`config.mk`:
```
export PLATFORM = sky130hd
export DESIGN_NAME = dns_wildcard_a_responder_core
export DESIGN_NICKNAME = d
export VERILOG_FILES = /design/src/rtl/dwr_pkg.sv /design/src/rtl/dns_wildcard_a_responder_core.sv /design/src/rtl/dwr_front.sv /design/src/rtl/dwr_queue.sv /design/src/rtl/dwr_back.sv
export SDC_FILE = /design/constraint.sdc
export NUM_CORES = 1
export LEC_CHECK = 0
export ABC_AREA = 1
export ABC_CLOCK_PERIOD_IN_PS = 4300
export BUFFER_PORTS_ARGS = -buffer_cell sky130_fd_sc_hd__buf_4
export CAP_MARGIN = 10
export CORE_UTILIZATION = 30
export DETAILED_ROUTE_END_ITERATION = 12
export PLACE_DENSITY_LB_ADDON = 0.25
export SYNTH_ARGS = -nofsm -noshare
export SYNTH_HDL_FRONTEND = slang
export SYNTH_SLANG_ARGS = --single-unit
```
`constraint.sdc`:
```
create_clock -name clk -period 4.3 [get_ports clk]
set_clock_uncertainty 0.05 [all_clocks]
set_input_delay 0.215 -clock clk [delete_from_list [all_inputs] [get_ports clk]]
set_output_delay 0.215 -clock clk [all_outputs]
set_load 0.05 [all_outputs]
```
`src/rtl/dwr_pkg.sv`:
```
// dwr_pkg: shared types, constants and the answer-record byte table for the
// wildcard DNS A responder. No dependencies.
`default_nettype none

package dwr_pkg;

  localparam int MAX_PACKET_BYTES_DEF = 256;
  localparam int QUEUE_DEPTH_DEF      = 4;

  localparam int OFF_W = 9;
  localparam int PH_W  = 5;

  localparam int HDR_LEN = 12;

  localparam logic [15:0]      QTYPE_A        = 16'h0001;
  localparam logic [7:0]       FLAGS_HI       = 8'h84;
  localparam int               QR_BIT         = 7;
  localparam logic [OFF_W-1:0] ANCOUNT_HI_OFF = 9'd6;
  localparam logic [OFF_W-1:0] ANCOUNT_LO_OFF = 9'd7;
  localparam logic [OFF_W-1:0] ANS_REC_LEN    = 9'd16;

  localparam logic [31:0] ADDR_RESET = 32'hC0A8_0401;
  localparam logic [15:0] TTL_RESET  = 16'd60;

  localparam logic CFG_ANSWER_ADDRESS = 1'b0;
  localparam logic CFG_ANSWER_TTL     = 1'b1;

  typedef enum logic [1:0] {
    OUT_ANSWERED  = 2'd0,
    OUT_NO_RECORD = 2'd1,
    OUT_DROPPED   = 2'd2
  } outcome_t;

  typedef struct packed {
    logic [7:0] packet_byte;
    logic       final_byte;
  } in_data_t;

  typedef struct packed {
    logic             write_enable;
    logic [OFF_W-1:0] write_offset;
    logic [7:0]       write_value;
    logic             packet_complete;
    logic [1:0]       outcome;
    logic [OFF_W-1:0] response_length;
  } out_data_t;

  // one queue entry: an optional byte write and an optional closing command
  typedef struct packed {
    logic             wr_en;
    logic [OFF_W-1:0] wr_off;
    logic [7:0]       wr_val;
    logic             close;
    outcome_t         outcome;
    logic [OFF_W-1:0] base;
  } dwr_cmd_t;

  typedef struct packed {
    logic [31:0] addr;
    logic [15:0] ttl;
  } dwr_cfg_t;

  // bytes of the 16-byte answer record, in send order
  function automatic logic [7:0] answer_byte(input logic [3:0] idx,
                                             input logic [15:0] ttl,
                                             input logic [31:0] addr);
    logic [7:0] v;
    case (idx)
      4'd0:    v = 8'hC0;
      4'd1:    v = 8'h0C;
      4'd3:    v = 8'h01;
      4'd5:    v = 8'h01;
      4'd8:    v = ttl[15:8];
      4'd9:    v = ttl[7:0];
      4'd11:   v = 8'h04;
      4'd12:   v = addr[31:24];
      4'd13:   v = addr[23:16];
      4'd14:   v = addr[15:8];
      4'd15:   v = addr[7:0];
      default: v = 8'h00;
    endcase
    return v;
  endfunction

endpackage

`default_nettype wire

```
`src/rtl/dns_wildcard_a_responder_core.sv`:
```
// Wildcard DNS A responder top level: config registers, parser front end,
// command queue and response back end. Uses dwr_pkg, dwr_front, dwr_queue, dwr_back.
//
// Takes one request byte per cycle while the command queue has room. Each
// byte yields at most one response-buffer write; the last byte also yields a
// completion transaction, preceded for a request that is not dropped by the ANCOUNT
// writes and, for a type-A question, the 16 answer-record writes. The back end
// sends one result transaction per cycle while out_stall is low, so the final
// byte of a type-A request yields up to 20 result transactions; during that time
// input bytes keep flowing until the QUEUE_DEPTH-entry queue fills. Dropped requests end
// with outcome 2 and length 0; writes already sent for them are to be ignored.
`default_nettype none

module dns_wildcard_a_responder_core #(
  parameter int MAX_PACKET_BYTES = dwr_pkg::MAX_PACKET_BYTES_DEF,
  parameter int QUEUE_DEPTH      = dwr_pkg::QUEUE_DEPTH_DEF
) (
  input  wire logic               clk,
  input  wire logic               rst_n,
  input  wire logic               in_valid,
  output logic                    in_stall,
  input  wire dwr_pkg::in_data_t  in_data,
  output logic                    out_valid,
  input  wire logic               out_stall,
  output dwr_pkg::out_data_t      out_data,
  input  wire logic               cfg_we,
  input  wire logic               cfg_index,
  input  wire logic [31:0]        cfg_wdata
);
  import dwr_pkg::*;

  dwr_cfg_t cfg_r;
  dwr_cmd_t push_entry;
  dwr_cmd_t pop_entry;
  logic     q_push;
  logic     q_pop;
  logic     q_full;
  logic     q_empty;

  always_ff @(posedge clk) begin
    if (!rst_n) begin
      cfg_r.addr <= ADDR_RESET;
      cfg_r.ttl  <= TTL_RESET;
    end else if (cfg_we) begin
      case (cfg_index)
        CFG_ANSWER_ADDRESS: cfg_r.addr <= cfg_wdata;
        CFG_ANSWER_TTL:     cfg_r.ttl  <= cfg_wdata[15:0];
        default: ;
      endcase
    end
  end

  dwr_front #(
    .MAX_PACKET_BYTES(MAX_PACKET_BYTES)
  ) u_front (
    .clk      (clk),
    .rst_n    (rst_n),
    .in_valid (in_valid),
    .in_stall (in_stall),
    .in_data  (in_data),
    .q_full   (q_full),
    .q_push   (q_push),
    .q_entry  (push_entry)
  );

  dwr_queue #(
    .DEPTH(QUEUE_DEPTH)
  ) u_queue (
    .clk   (clk),
    .rst_n (rst_n),
    .push  (q_push),
    .wdata (push_entry),
    .pop   (q_pop),
    .rdata (pop_entry),
    .full  (q_full),
    .empty (q_empty)
  );

  dwr_back u_back (
    .clk       (clk),
    .rst_n     (rst_n),
    .cfg       (cfg_r),
    .q_entry   (pop_entry),
    .q_empty   (q_empty),
    .q_pop     (q_pop),
    .out_valid (out_valid),
    .out_stall (out_stall),
    .out_data  (out_data)
  );

endmodule

`default_nettype wire

```
`src/rtl/dwr_front.sv`:
```
// dwr_front: per-byte request parser. Tracks header, QNAME label walk and
// question fields; pushes write/close commands into the queue. Uses dwr_pkg.
`default_nettype none

module dwr_front #(
  parameter int MAX_PACKET_BYTES = dwr_pkg::MAX_PACKET_BYTES_DEF
) (
  input  wire logic             clk,
  input  wire logic             rst_n,
  input  wire logic             in_valid,
  output logic                  in_stall,
  input  wire dwr_pkg::in_data_t in_data,
  input  wire logic             q_full,
  output logic                  q_push,
  output dwr_pkg::dwr_cmd_t     q_entry
);
  import dwr_pkg::*;

  localparam int PW = $clog2(MAX_PACKET_BYTES + 1);
  localparam int LW = $clog2(MAX_PACKET_BYTES + 256 + 1);
  localparam logic [PW-1:0] MAX_POS = PW'(MAX_PACKET_BYTES);
  localparam logic [LW-1:0] NLAB_RESET = LW'(HDR_LEN);

  logic [PW-1:0] pos_r, pos_nxt;
  logic [LW-1:0] nlab_r, nlab_nxt;
  logic          term_r, term_nxt;
  logic [PW-1:0] nend_r, nend_nxt;
  logic [15:0]   qtype_r, qtype_nxt;
  logic          qcnz_r, qcnz_nxt;
  logic          rej_r, rej_nxt;

  logic          accept;
  logic          wr;
  logic [7:0]    val;
  logic [7:0]    b;
  logic [PW:0]   nend_ext;
  logic [PW:0]   pos_ext;
  logic          drop;
  logic [PW:0]   base_full;

  assign b        = in_data.packet_byte;
  assign in_stall = q_full;
  assign accept   = in_valid && !q_full;
  assign nend_ext = (PW+1)'(nend_r);
  assign pos_ext  = (PW+1)'(pos_r);

  always_comb begin
    pos_nxt   = pos_r;
    nlab_nxt  = nlab_r;
    term_nxt  = term_r;
    nend_nxt  = nend_r;
    qtype_nxt = qtype_r;
    qcnz_nxt  = qcnz_r;
    rej_nxt   = rej_r;
    wr        = 1'b0;
    val       = 8'h00;
    drop      = 1'b0;
    base_full = '0;
    q_entry   = '0;

    if (pos_r >= MAX_POS) begin
      rej_nxt = 1'b1;
    end else begin
      if (pos_r < PW'(HDR_LEN)) begin
        case (pos_r)
          PW'(0), PW'(1): begin
            wr  = 1'b1;
            val = b;
          end
          PW'(2): begin
            if (b[QR_BIT]) rej_nxt = 1'b1;
            wr  = 1'b1;
            val = FLAGS_HI;
          end
          PW'(4), PW'(5): begin
            if (b != 8'h00) qcnz_nxt = 1'b1;
            wr  = 1'b1;
            val = (pos_r == PW'(5)) ? 8'h01 : 8'h00;
          end
          PW'(6), PW'(7): ;
          default: begin
            wr  = 1'b1;
            val = 8'h00;
          end
        endcase
      end else if (!term_r) begin
        wr  = 1'b1;
        val = b;
        if (LW'(pos_r) == nlab_r) begin
          if (b == 8'h00) begin
            term_nxt = 1'b1;
            nend_nxt = pos_r;
          end else begin
            nlab_nxt = LW'(pos_r) + LW'(b) + LW'(1);
          end
        end
      end else if (pos_ext <= nend_ext + (PW+1)'(4)) begin
        wr  = 1'b1;
        val = b;
        if (pos_ext == nend_ext + (PW+1)'(1)) qtype_nxt[15:8] = b;
        else if (pos_ext == nend_ext + (PW+1)'(2)) qtype_nxt[7:0] = b;
      end
      pos_nxt = pos_r + PW'(1);
    end

    q_entry.wr_en  = wr && !rej_nxt;
    q_entry.wr_off = OFF_W'(pos_r);
    q_entry.wr_val = val;

    if (in_data.final_byte) begin
      base_full = (PW+1)'(nend_nxt) + (PW+1)'(5);
      drop = rej_nxt || (pos_nxt < PW'(HDR_LEN)) || !qcnz_nxt || !term_nxt ||
             (base_full > (PW+1)'(pos_nxt));
      q_entry.close   = 1'b1;
      q_entry.base    = OFF_W'(base_full);
      q_entry.outcome = drop ? OUT_DROPPED :
                        (qtype_nxt == QTYPE_A) ? OUT_ANSWERED : OUT_NO_RECORD;
      pos_nxt   = '0;
      nlab_nxt  = NLAB_RESET;
      term_nxt  = 1'b0;
      nend_nxt  = '0;
      qtype_nxt = '0;
      qcnz_nxt  = 1'b0;
      rej_nxt   = 1'b0;
    end
  end

  assign q_push = accept && (q_entry.wr_en || q_entry.close);

  always_ff @(posedge clk) begin
    if (!rst_n) begin
      pos_r   <= '0;
      nlab_r  <= NLAB_RESET;
      term_r  <= 1'b0;
      nend_r  <= '0;
      qtype_r <= '0;
      qcnz_r  <= 1'b0;
      rej_r   <= 1'b0;
    end else if (accept) begin
      pos_r   <= pos_nxt;
      nlab_r  <= nlab_nxt;
      term_r  <= term_nxt;
      nend_r  <= nend_nxt;
      qtype_r <= qtype_nxt;
      qcnz_r  <= qcnz_nxt;
      rej_r   <= rej_nxt;
    end
  end

endmodule

`default_nettype wire

```
`src/rtl/dwr_queue.sv`:
```
// dwr_queue: small register FIFO of parser commands between front and back.
// Uses dwr_pkg.
`default_nettype none

module dwr_queue #(
  parameter int DEPTH = dwr_pkg::QUEUE_DEPTH_DEF
) (
  input  wire logic              clk,
  input  wire logic              rst_n,
  input  wire logic              push,
  input  wire dwr_pkg::dwr_cmd_t wdata,
  input  wire logic              pop,
  output dwr_pkg::dwr_cmd_t      rdata,
  output logic                   full,
  output logic                   empty
);
  import dwr_pkg::*;

  localparam int AW = (DEPTH > 1) ? $clog2(DEPTH) : 1;
  localparam int CW = $clog2(DEPTH + 1);

  dwr_cmd_t      mem_r [DEPTH];
  logic [AW-1:0] wr_ptr_r, wr_ptr_nxt;
  logic [AW-1:0] rd_ptr_r, rd_ptr_nxt;
  logic [CW-1:0] cnt_r, cnt_nxt;

  assign full  = (cnt_r == CW'(DEPTH));
  assign empty = (cnt_r == '0);
  assign rdata = mem_r[rd_ptr_r];

  always_comb begin
    wr_ptr_nxt = wr_ptr_r;
    rd_ptr_nxt = rd_ptr_r;
    cnt_nxt    = cnt_r;
    if (push) wr_ptr_nxt = (wr_ptr_r == AW'(DEPTH - 1)) ? '0 : wr_ptr_r + AW'(1);
    if (pop)  rd_ptr_nxt = (rd_ptr_r == AW'(DEPTH - 1)) ? '0 : rd_ptr_r + AW'(1);
    if (push && !pop) cnt_nxt = cnt_r + CW'(1);
    else if (pop && !push) cnt_nxt = cnt_r - CW'(1);
  end

  always_ff @(posedge clk) begin
    if (!rst_n) begin
      wr_ptr_r <= '0;
      rd_ptr_r <= '0;
      cnt_r    <= '0;
    end else begin
      wr_ptr_r <= wr_ptr_nxt;
      rd_ptr_r <= rd_ptr_nxt;
      cnt_r    <= cnt_nxt;
    end
  end

  always_ff @(posedge clk) begin
    if (push) mem_r[wr_ptr_r] <= wdata;
  end

endmodule

`default_nettype wire

```
`src/rtl/dwr_back.sv`:
```
// dwr_back: expands queued commands into response-buffer writes and a completion
// transaction, one per unstalled cycle, behind an output register. Uses dwr_pkg.
`default_nettype none

module dwr_back (
  input  wire logic              clk,
  input  wire logic              rst_n,
  input  wire dwr_pkg::dwr_cfg_t cfg,
  input  wire dwr_pkg::dwr_cmd_t q_entry,
  input  wire logic              q_empty,
  output logic                   q_pop,
  output logic                   out_valid,
  input  wire logic              out_stall,
  output dwr_pkg::out_data_t     out_data
);
  import dwr_pkg::*;

  localparam logic [PH_W-1:0] K_NOREC_DONE = PH_W'(2);
  localparam logic [PH_W-1:0] K_A_DONE     = PH_W'(18);

  dwr_cmd_t        cur_r, cur_nxt;
  logic            cur_vld_r, cur_vld_nxt;
  logic [PH_W-1:0] ph_r, ph_nxt;
  logic            out_vld_r, out_vld_nxt;
  out_data_t       out_r, out_nxt;

  out_data_t       res;
  logic            seq_last;
  logic [PH_W-1:0] k;
  logic [3:0]      j;
  logic            out_rdy;
  logic            advance;

  assign k = ph_r - PH_W'(1);
  assign j = 4'(k - PH_W'(2));

  always_comb begin
    res      = '0;
    seq_last = 1'b0;
    if (ph_r == '0) begin
      res.write_enable = 1'b1;
      res.write_offset = cur_r.wr_off;
      res.write_value  = cur_r.wr_val;
      seq_last         = !cur_r.close;
    end else begin
      case (cur_r.outcome)
        OUT_DROPPED: begin
          res.packet_complete = 1'b1;
          res.outcome         = OUT_DROPPED;
          seq_last            = 1'b1;
        end
        OUT_NO_RECORD: begin
          if (k == PH_W'(0)) begin
            res.write_enable = 1'b1;
            res.write_offset = ANCOUNT_HI_OFF;
          end else if (k == PH_W'(1)) begin
            res.write_enable = 1'b1;
            res.write_offset = ANCOUNT_LO_OFF;
          end else begin
            res.packet_complete = 1'b1;
            res.outcome         = OUT_NO_RECORD;
            res.response_length = cur_r.base;
          end
          seq_last = (k == K_NOREC_DONE);
        end
        default: begin
          if (k == PH_W'(0)) begin
            res.write_enable = 1'b1;
            res.write_offset = ANCOUNT_HI_OFF;
          end else if (k == PH_W'(1)) begin
            res.write_enable = 1'b1;
            res.write_offset = ANCOUNT_LO_OFF;
            res.write_value  = 8'h01;
          end else if (k < K_A_DONE) begin
            res.write_enable = 1'b1;
            res.write_offset = cur_r.base + OFF_W'(j);
            res.write_value  = answer_byte(j, cfg.ttl, cfg.addr);
          end else begin
            res.packet_complete = 1'b1;
            res.outcome         = OUT_ANSWERED;
            res.response_length = cur_r.base + ANS_REC_LEN;
          end
          seq_last = (k == K_A_DONE);
        end
      endcase
    end
  end

  assign out_rdy = !out_vld_r || !out_stall;
  assign advance = cur_vld_r && out_rdy;
  assign q_pop   = !q_empty && (!cur_vld_r || (advance && seq_last));

  always_comb begin
    cur_nxt     = cur_r;
    cur_vld_nxt = cur_vld_r;
    ph_nxt      = ph_r;
    out_vld_nxt = out_vld_r;
    out_nxt     = out_r;
    if (advance) begin
      out_vld_nxt = 1'b1;
      out_nxt     = res;
      ph_nxt      = ph_r + PH_W'(1);
      if (seq_last) cur_vld_nxt = 1'b0;
    end else if (!out_stall) begin
      out_vld_nxt = 1'b0;
    end
    if (q_pop) begin
      cur_nxt     = q_entry;
      cur_vld_nxt = 1'b1;
      ph_nxt      = q_entry.wr_en ? PH_W'(0) : PH_W'(1);
    end
  end

  always_ff @(posedge clk) begin
    if (!rst_n) begin
      cur_vld_r <= 1'b0;
      out_vld_r <= 1'b0;
      ph_r      <= '0;
    end else begin
      cur_vld_r <= cur_vld_nxt;
      out_vld_r <= out_vld_nxt;
      ph_r      <= ph_nxt;
    end
  end

  always_ff @(posedge clk) begin
    cur_r <= cur_nxt;
    out_r <= out_nxt;
  end

  assign out_valid = out_vld_r;
  assign out_data  = out_r;

endmodule

`default_nettype wire

```
# [Word-level counts from Yosys, hierarchy flattened]
# Memory sizes are Yosys's and may differ from the RTL's. A register that Yosys moved wholly into a read port is not among the register bits.
# Cells that the tools add are included.
[word_totals] ram_bits=120 input_bits=47 register_bits=168 n_memories=1
[op_classes] order_cmp=6 add_sub_neg=16 n_mux=86 eq_ne=33 bitwise=1 reduce_logical=46
[mem_list] memory="u_queue.mem_r" depth=4 word_bits=30 rd=1 rd_ports_with_merged_regs=1 write_ports=1 line="dwr_queue.sv:22" source="dwr_cmd_t mem_r [DEPTH];"
[op_table] op="$mux W10" count=9
[op_table] op="$mux W16" count=5
[op_table] op="$pmux W8 S10" count=1
[op_table] op="$mux W9" count=8
[op_table] op="$mux W8" count=8
[op_table] op="$mux W12" count=5
[op_table] op="$eq A9 B3 Y1 const B" count=4
[op_table] op="$mux W18" count=2
[op_table] op="$mux W1" count=32
[op_table] op="$eq A9 B10 Y1" count=3
[op_table] op="$eq A4 B4 Y1 const B" count=7
[op_table] op="$pmux W8 S3" count=1
[op_table] op="$add A9 B3 Y10 const B" count=2
[op_table] op="$mux W20" count=1
[op_table] op="$pmux W10 S2" count=1
[op_table] op="$lt A9 B4 Y1 const B" count=2
[op_table] op="$pmux W9 S2" count=1
[op_table] op="$mux W17" count=1
[op_table] op="$eq A16 B1 Y1 const B" count=1
[op_table] op="$logic_not A1 Y1" count=11
[op_table] op="$add A10 B1 Y10 const B" count=1
[op_table] op="$add A9 B1 Y10 const B" count=1
[op_table] op="$add A9 B2 Y10 const B" count=1
[op_table] op="$add A9 B8 Y10" count=1
[op_table] op="other kinds (44)" count=79

# [Depth between registers and ports, before layout]
[depth] depth_word=18 ltp_mapped=30

# [Hierarchy]
# Synthesis repeated with hierarchy kept, for this count alone.
[hier_totals] hier_cells=1759 area_unflattened_um2=15061.9
[by_module_without_submodules] module="dwr_queue" n_inst=1 cells_each=350 seq_area_each_um2=3783.6 area_per_inst_um2=4954.8
[by_module_without_submodules] module="dwr_front" n_inst=1 cells_each=754 seq_area_each_um2=940.9 area_per_inst_um2=4568.1
[by_module_without_submodules] module="dwr_back" n_inst=1 cells_each=391 seq_area_each_um2=1911.8 area_per_inst_um2=3644.7
[by_module_without_submodules] module="dns_wildcard_a_responder_core" n_inst=1 cells_each=264 seq_area_each_um2=960.9 area_per_inst_um2=1894.3

# [Worst setup path before layout]
# OpenSTA, ideal clock, no wires.
[synth_path] path_type="reg-to-reg" startpoint="register u_front.nend_r[3]" endpoint="memory u_queue.mem_r[0][0] (netlist name) (enable)" setup_ps=417 slack_ps=415 t_required_ps=3833 t_arrival_ps=3418 stages_incl_launch_ff=18 path_cell_list="dfxtp_1 ha_1 inv_1 nor2_2 nand2_1 xor2_1 ha_1 nand3_1 nor2_1 a22o_1 inv_1 nand2_1 o21ai_0 nand2_1 nand2_1 nand2_1 nand2_1 nor2_1"
[synth_via] elab_chain_cells=11
[synth_rtl] item="start, declared" line="dwr_front.sv:27" source="logic [PW-1:0] nend_r, nend_nxt;"
[synth_rtl] item="start signal, assigned" line="dwr_front.sv:143" source="nend_r <= nend_nxt;"
[synth_rtl] item="$add A9 B3 Y10" line="dwr_front.sv:97" source="end else if (pos_ext <= nend_ext + (PW+1)'(4)) begin"
[synth_rtl] item="$le A9 B10 Y1" line="dwr_front.sv:97"
[synth_rtl] item="$mux W1" line="dwr_front.sv:97"
[synth_rtl] item="$mux W1" line="dwr_front.sv:86" source="end else if (!term_r) begin"
[synth_rtl] item="$mux W1" line="dwr_front.sv:64" source="if (pos_r < PW'(HDR_LEN)) begin"
[synth_rtl] item="$mux W1" line="dwr_front.sv:61" source="if (pos_r >= MAX_POS) begin"
[synth_rtl] item="$logic_and A1 B1 Y1" line="dwr_front.sv:106" source="q_entry.wr_en = wr && !rej_nxt;"
[synth_rtl] item="$logic_or A1 B1 Y1" line="dwr_front.sv:128" source="assign q_push = accept && (q_entry.wr_en || q_entry.close);"
[synth_rtl] item="$logic_and A1 B1 Y1" line="dwr_front.sv:128"
[synth_rtl] item="$mux W1" line="dwr_queue.sv:54" source="if (push) mem_r[wr_ptr_r] <= wdata;"
[synth_rtl] item="$mux W1 (implied by the code)" line="dwr_queue.sv:54"
[synth_rtl] item="end, declared" line="dwr_queue.sv:22"
# Every way passes these cells.

# [Final worst setup path]
[layout_path] startpoint="register u_front.nend_r[4]" endpoint="register u_queue.cnt_r[2]"
[layout_via] elab_chain_cells=12 elab_cells_between_ends=14 classes_between="1 x add/sub; 1 x order compare; 5 x mux; 7 x reduce/logical"
[layout_rtl] item="$add A9 B3 Y10 (*)" line="dwr_front.sv:97"
[layout_rtl] item="$le A9 B10 Y1 (*)" line="dwr_front.sv:97"
[layout_rtl] item="$mux W1 (*)" line="dwr_front.sv:97"
[layout_rtl] item="$mux W1 (*)" line="dwr_front.sv:86"
[layout_rtl] item="$mux W1 (*)" line="dwr_front.sv:64"
[layout_rtl] item="$mux W1 (*)" line="dwr_front.sv:61"
[layout_rtl] item="$logic_and A1 B1 Y1 (*)" line="dwr_front.sv:106"
[layout_rtl] item="$logic_or A1 B1 Y1 (*)" line="dwr_front.sv:128"
[layout_rtl] item="$logic_and A1 B1 Y1 (*)" line="dwr_front.sv:128"
[layout_rtl] item="named net q_push" line="dns_wildcard_a_responder_core.sv:35" source="logic q_push;"
[layout_rtl] item="$logic_not A1 Y1" line="dwr_queue.sv:38" source="else if (pop && !push) cnt_nxt = cnt_r - CW'(1);"
[layout_rtl] item="$logic_and A1 B1 Y1" line="dwr_queue.sv:38"
[layout_rtl] item="$reduce_bool A2 Y1 (no line)"
[layout_rtl] item="end signal, assigned" line="dwr_queue.sv:49" source="cnt_r <= cnt_nxt;"
[layout_rtl] item="end, declared" line="dwr_queue.sv:25" source="logic [CW-1:0] cnt_r, cnt_nxt;"
# The timed path passes the listed nets; every way through them passes the cells marked *.
# A chain may end at the register's enable or synchronous reset.

==> results.yml <==
routing:
  finalWirelength_um: 40100
  dr.first_iter.drc_count: 915
  vias: 11900
  remaining_drc_errors: 0
  route.detailed.wl_per_inst_um: 16.3
  final_antenna_net_count: 0
  detail_route.vias_per_cell: 4.84
  drtPass1Iterations: 5
placed_design:
  finalWeightedCongestion: 0.881
  hpwlAfterDp_um: 28400
  portBuffers: 78
  dpl-instance-area_um2: 15800
worst_hold_path:
  min_delay_path_depth: 5
  worstHoldEndpoint: "u_front.qtype_r[11]"
  hold_path_startpoint: "in_data[4]"
  worst_hold_path_type: "in -> reg"
setup_path:
  worstPathCellList: "nand2_1, nor2_1, nand2_1, xor2_1, ha_1, a21o_1, nor2_1, nand2_1, nand2_1, nand2_1, nand2_1, o21ai_0, nand2_1, nand2_1, a21oi_2, ha_1, inv_1, fa_1, a21oi_1, o21ai_0, o21ai_0, a21oi_1"
  reg2regPathDepth: 22
  timing.critical_path.from_type: "register"
  timing.setup.critical_path_class: "reg -> reg"
  longest_individual_stage_delay_on_the_worst_path_ns: 0.54
  cp_data_arrival_time_ns: 4.29
  endpoint_of_the_lowest_slack_register_to_register_path: "u_queue.cnt_r[2]"
  worstPathRequired_ns: 4.71
  critical_path.most_common_cell: "sky130_fd_sc_hd__nand2_1"
  r2r_start: "u_front.nend_r[4]"
  r2r_setup_slack_ns: 0.42
  critical_path_peak_fanout: 7
  crit_path_end_kind: "register"
  worst_setup_path_startpoint: "u_front.nend_r[4]"
  slowest_stage: "sky130_fd_sc_hd__dfxtp_1"
timing:
  max-slew-margin-rel: 0.306
  setup_violations: 0
  fin_setup_tns_ns: 0
  post-route-period-util: 0.903
  grt_setup_unrepaired: "no"
  min_period_ns: 3.88
  timing_hold_violations_final: 0
  worst_slew_pin_slew_ns: 1.04
  drv_slew: 0
  achievable_freq_mhz: 258
synthesis:
  synth-edff-count: 179
  ys.warnings.count: 0
  netlist_instances: 1698
  netlist-cell-type-count: 49
  post_synth_instance_area_um2: 14400
  postSynth.asyncResetShare: 0
  synth_fp_nets: 1801
  synth.largest_area_cell: "sky130_fd_sc_hd__edfxtp_1"
  synth_area_per_inst_um2: 8.49
  synth_largest_type_area_fraction: 0.373
  ys_top_cells_by_area: "sky130_fd_sc_hd__edfxtp_1 (37%), sky130_fd_sc_hd__dfxtp_1 (15%), sky130_fd_sc_hd__nand2_1 (10%), sky130_fd_sc_hd__nor2_1 (6.6%), sky130_fd_sc_hd__o21ai_0 (4.9%)"
  yosys_register_bits: 290
  ys_dominant_reg_cell: "sky130_fd_sc_hd__edfxtp_1"
  synth_sequential_area_ratio: 0.527
floorplanning:
  die-width_um: 221
  core_area_um2: 47000
  ios: 79
  die-area_um2: 49000
  floorplan.die.height_um: 221
  initial_cell_density_of_the_core: 0.307
  placementRows: 79
grt:
  number_of_antenna_violations_at_the_first_check_in_global_routing: 0
  via_count_of_the_first_global_routing_pass: 11600
  grt_start_max_net_pins: 63
  grt_pass1_wl_um: 63400
  global_route.overflow_total: 0
  global_route.usage.total: 0.162
clock_tree:
  cts_htree_levels: 1
  cts.sinks: 290
  cts_tree: "built"
  ctsRootBufferMaster: "sky130_fd_sc_hd__clkbuf_16"
  tritoncts.num_buffers: 31
  setup_buffers_after_cts: 0
  max-clock-path-buffers: 3
  clock_insertion_delay_worst_skew_ns: 0.58
  clk_pin_slew_worst_paths_ns: 0.06
power_and_ir_drop:
  p_sw_frac: 0.357
  leakage_uw: 0.00707
  power.density_cell_area_nw_per_um2: 542
  clockPowerShare: 0.286
  vdd.ir_drop.worst_v: 0.000259
  internal-power_uw: 6000
  pwr-share-comb: 0.300
  switching_power_uw: 3330
  p_seq_frac: 0.415
layout:
  final_design_area_no_fill_um2: 17200
  area.growth.synth_to_final_pct: 19.3
  num-nets-final: 1927
  num-fill-cells: 4726
  antennaDiodeCount: 0
  drive_gt1_frac: 0.115
run_status:
  outcome: "complete, no violations"
run:
  drv_cap: 0
metal layers:
layer / part of all wire / up-vias / GRT usage / wire length [um]
li1: - / 5924 / - / -
met1: 0.47 / 5601 / 0.216 / 18800
met2: 0.46 / 280 / 0.271 / 18400
met3: 0.045 / 67 / 0.0230 / 1810
met4: 0.028 / 0 / 0.0485 / 1140
met5: 0 / - / 0 / 0
cells by family (layout without fill, tap and decap cells):
logic type | after synthesis | count (layout) | share of synthesized area
AO/OA/AOI/OAI | 284 | 284 | 0.107
XOR/XNOR | 39 | 39 | 0.0237
adder cells (fa/ha/maj) | 56 | 56 | 0.0501
buffers and inverters | 218 | 367 | 0.0593
flip-flops | 290 | 290 | 0.527
AND/OR/NAND/NOR | 811 | 811 | 0.233
per-stage QoR:
| step | hold slack, ns | cells | total power (uW) | setup WS (ns) | utilization |
|---|---|---|---|---|---|
| detailed placement | 0.391 | 2358 | 6710 | 0.278 | 0.336 |
| global placement | 0.383 | 2358 | 6670 | 0.317 | 0.336 |
| global route | 0.0646 | 2454 | 9840 | 0.00551 | 0.367 |
| floorplan | 0.264 | 1698 | 5740 | 0.415 | - |
| CTS | 0.00780 | 2454 | 9420 | 0.241 | 0.366 |
| finish | 0.0440 | 2454 | 9330 | 0.418 | 0.367 |
cell usage after synthesis (2+ instances only):
cell	n
sky130_fd_sc_hd__inv_1	141
sky130_fd_sc_hd__o22ai_1	32
sky130_fd_sc_hd__or2_2	4
sky130_fd_sc_hd__clkbuf_1	49
sky130_fd_sc_hd__ha_1	53
sky130_fd_sc_hd__nand2_2	9
sky130_fd_sc_hd__a31oi_1	5
sky130_fd_sc_hd__clkinv_1	4
sky130_fd_sc_hd__dfxtp_1	111
sky130_fd_sc_hd__edfxtp_1	179
sky130_fd_sc_hd__buf_2	7
sky130_fd_sc_hd__xnor2_1	8
sky130_fd_sc_hd__inv_2	11
sky130_fd_sc_hd__fa_1	3
sky130_fd_sc_hd__nand2_1	396
sky130_fd_sc_hd__nand3_1	91
sky130_fd_sc_hd__nor2_2	7
sky130_fd_sc_hd__clkinv_2	2
sky130_fd_sc_hd__o211ai_1	3
sky130_fd_sc_hd__a21oi_1	76
sky130_fd_sc_hd__nand3_2	2
sky130_fd_sc_hd__a32o_1	2
sky130_fd_sc_hd__a22o_1	2
sky130_fd_sc_hd__nor3_1	18
sky130_fd_sc_hd__buf_6	2
sky130_fd_sc_hd__a211oi_1	5
sky130_fd_sc_hd__xor2_1	31
sky130_fd_sc_hd__nand4_1	22
sky130_fd_sc_hd__o21ai_0	142
sky130_fd_sc_hd__nor2_1	254
sky130_fd_sc_hd__o21ai_1	9
critical path: cells and delay by family (launching register included):
kind	cells	cell delay, ns
buffers and inverters	1	0.06
flip-flops	1	0.54
AO/OA/AOI/OAI	7	1.00
AND/OR/NAND/NOR	10	1.11
adder cells (fa/ha/maj)	3	0.84
XOR/XNOR	1	0.15
worst max-delay path by stage:
stage / slack [ns] / to / cells after the start
final: 0.42 / u_queue.cnt_r[2] / 22
after global routing: 0.006 / u_queue.mem_r[0][9] / 27
after CTS: 0.24 / u_queue.cnt_r[2] / 22
after detailed placement: 0.28 / u_queue.cnt_r[2] / 22
after global placement: 0.32 / u_queue.cnt_r[2] / 22
after floorplan: 0.41 / u_queue.mem_r[0][0] / 17
sequential cells by signal, summed over array words and instances, names as in the netlist, 5 cells and up, named ones only:
register	count
u_back.cur_r	29
cfg_r	48
u_back.ph_r	5
u_front.nlab_r	10
u_back.out_data	30
u_front.qtype_r	16
u_front.pos_r	9
u_queue.mem_r	120
u_front.nend_r	9
final cells by class:
class	count	area (um2)	area share
clock buffers	37	798	0.0464
clock inverters	19	205	0.0119
inverters	158	597	0.0347
multi-input cells	1190	6000	0.349
flip-flops and latches	290	7600	0.442
well taps	607	759	0.0441
repair buffers	153	1250	0.0726
power groups by stage:
| stage | sequential [uW] | clock (uW) | combinational (uW) |
|---|---|---|---|
| after global routing | 3920 | 2840 | 3080 |
| after detailed placement | 3930 | 0 | 2780 |
| after CTS | 3880 | 2730 | 2820 |
| after global placement | 3920 | 0 | 2750 |
| final | 3870 | 2670 | 2790 |
| after floorplan | 4230 | 0 | 1510 |
cell usage in the layout (no fill, tap or decap), types with 5 or more instances in the layout:
cell type	netlist	layout
sky130_fd_sc_hd__inv_2	11	11
sky130_fd_sc_hd__ha_1	53	52
sky130_fd_sc_hd__clkinv_2	2	7
sky130_fd_sc_hd__a211oi_1	5	5
sky130_fd_sc_hd__nor2_1	254	248
sky130_fd_sc_hd__a31oi_1	5	5
sky130_fd_sc_hd__dfxtp_1	111	107
sky130_fd_sc_hd__buf_4	0	113
sky130_fd_sc_hd__a21oi_1	76	75
sky130_fd_sc_hd__xor2_1	31	31
sky130_fd_sc_hd__o21ai_0	142	142
sky130_fd_sc_hd__dlygate4sd3_1	0	40
sky130_fd_sc_hd__clkbuf_16	0	31
sky130_fd_sc_hd__clkinv_1	4	11
sky130_fd_sc_hd__nand4_1	22	22
sky130_fd_sc_hd__xnor2_1	8	8
sky130_fd_sc_hd__o21ai_1	9	8
sky130_fd_sc_hd__nor2_2	7	13
sky130_fd_sc_hd__nand2_1	396	396
sky130_fd_sc_hd__o22ai_1	32	32
sky130_fd_sc_hd__edfxtp_1	179	179
sky130_fd_sc_hd__inv_1	141	141
sky130_fd_sc_hd__clkbuf_1	49	6
sky130_fd_sc_hd__nand3_1	91	91
sky130_fd_sc_hd__nand2_2	9	9
sky130_fd_sc_hd__nor3_1	18	17
repair_timing:
action / in CTS / in global routing
endpoints found under the hold margin: 62 / 0
hold buffers: 40 / 0
setup endpoints to repair: 0 / 10
resized for setup: 0 / 8
Note: power is estimated with default switching activity, not from simulation.
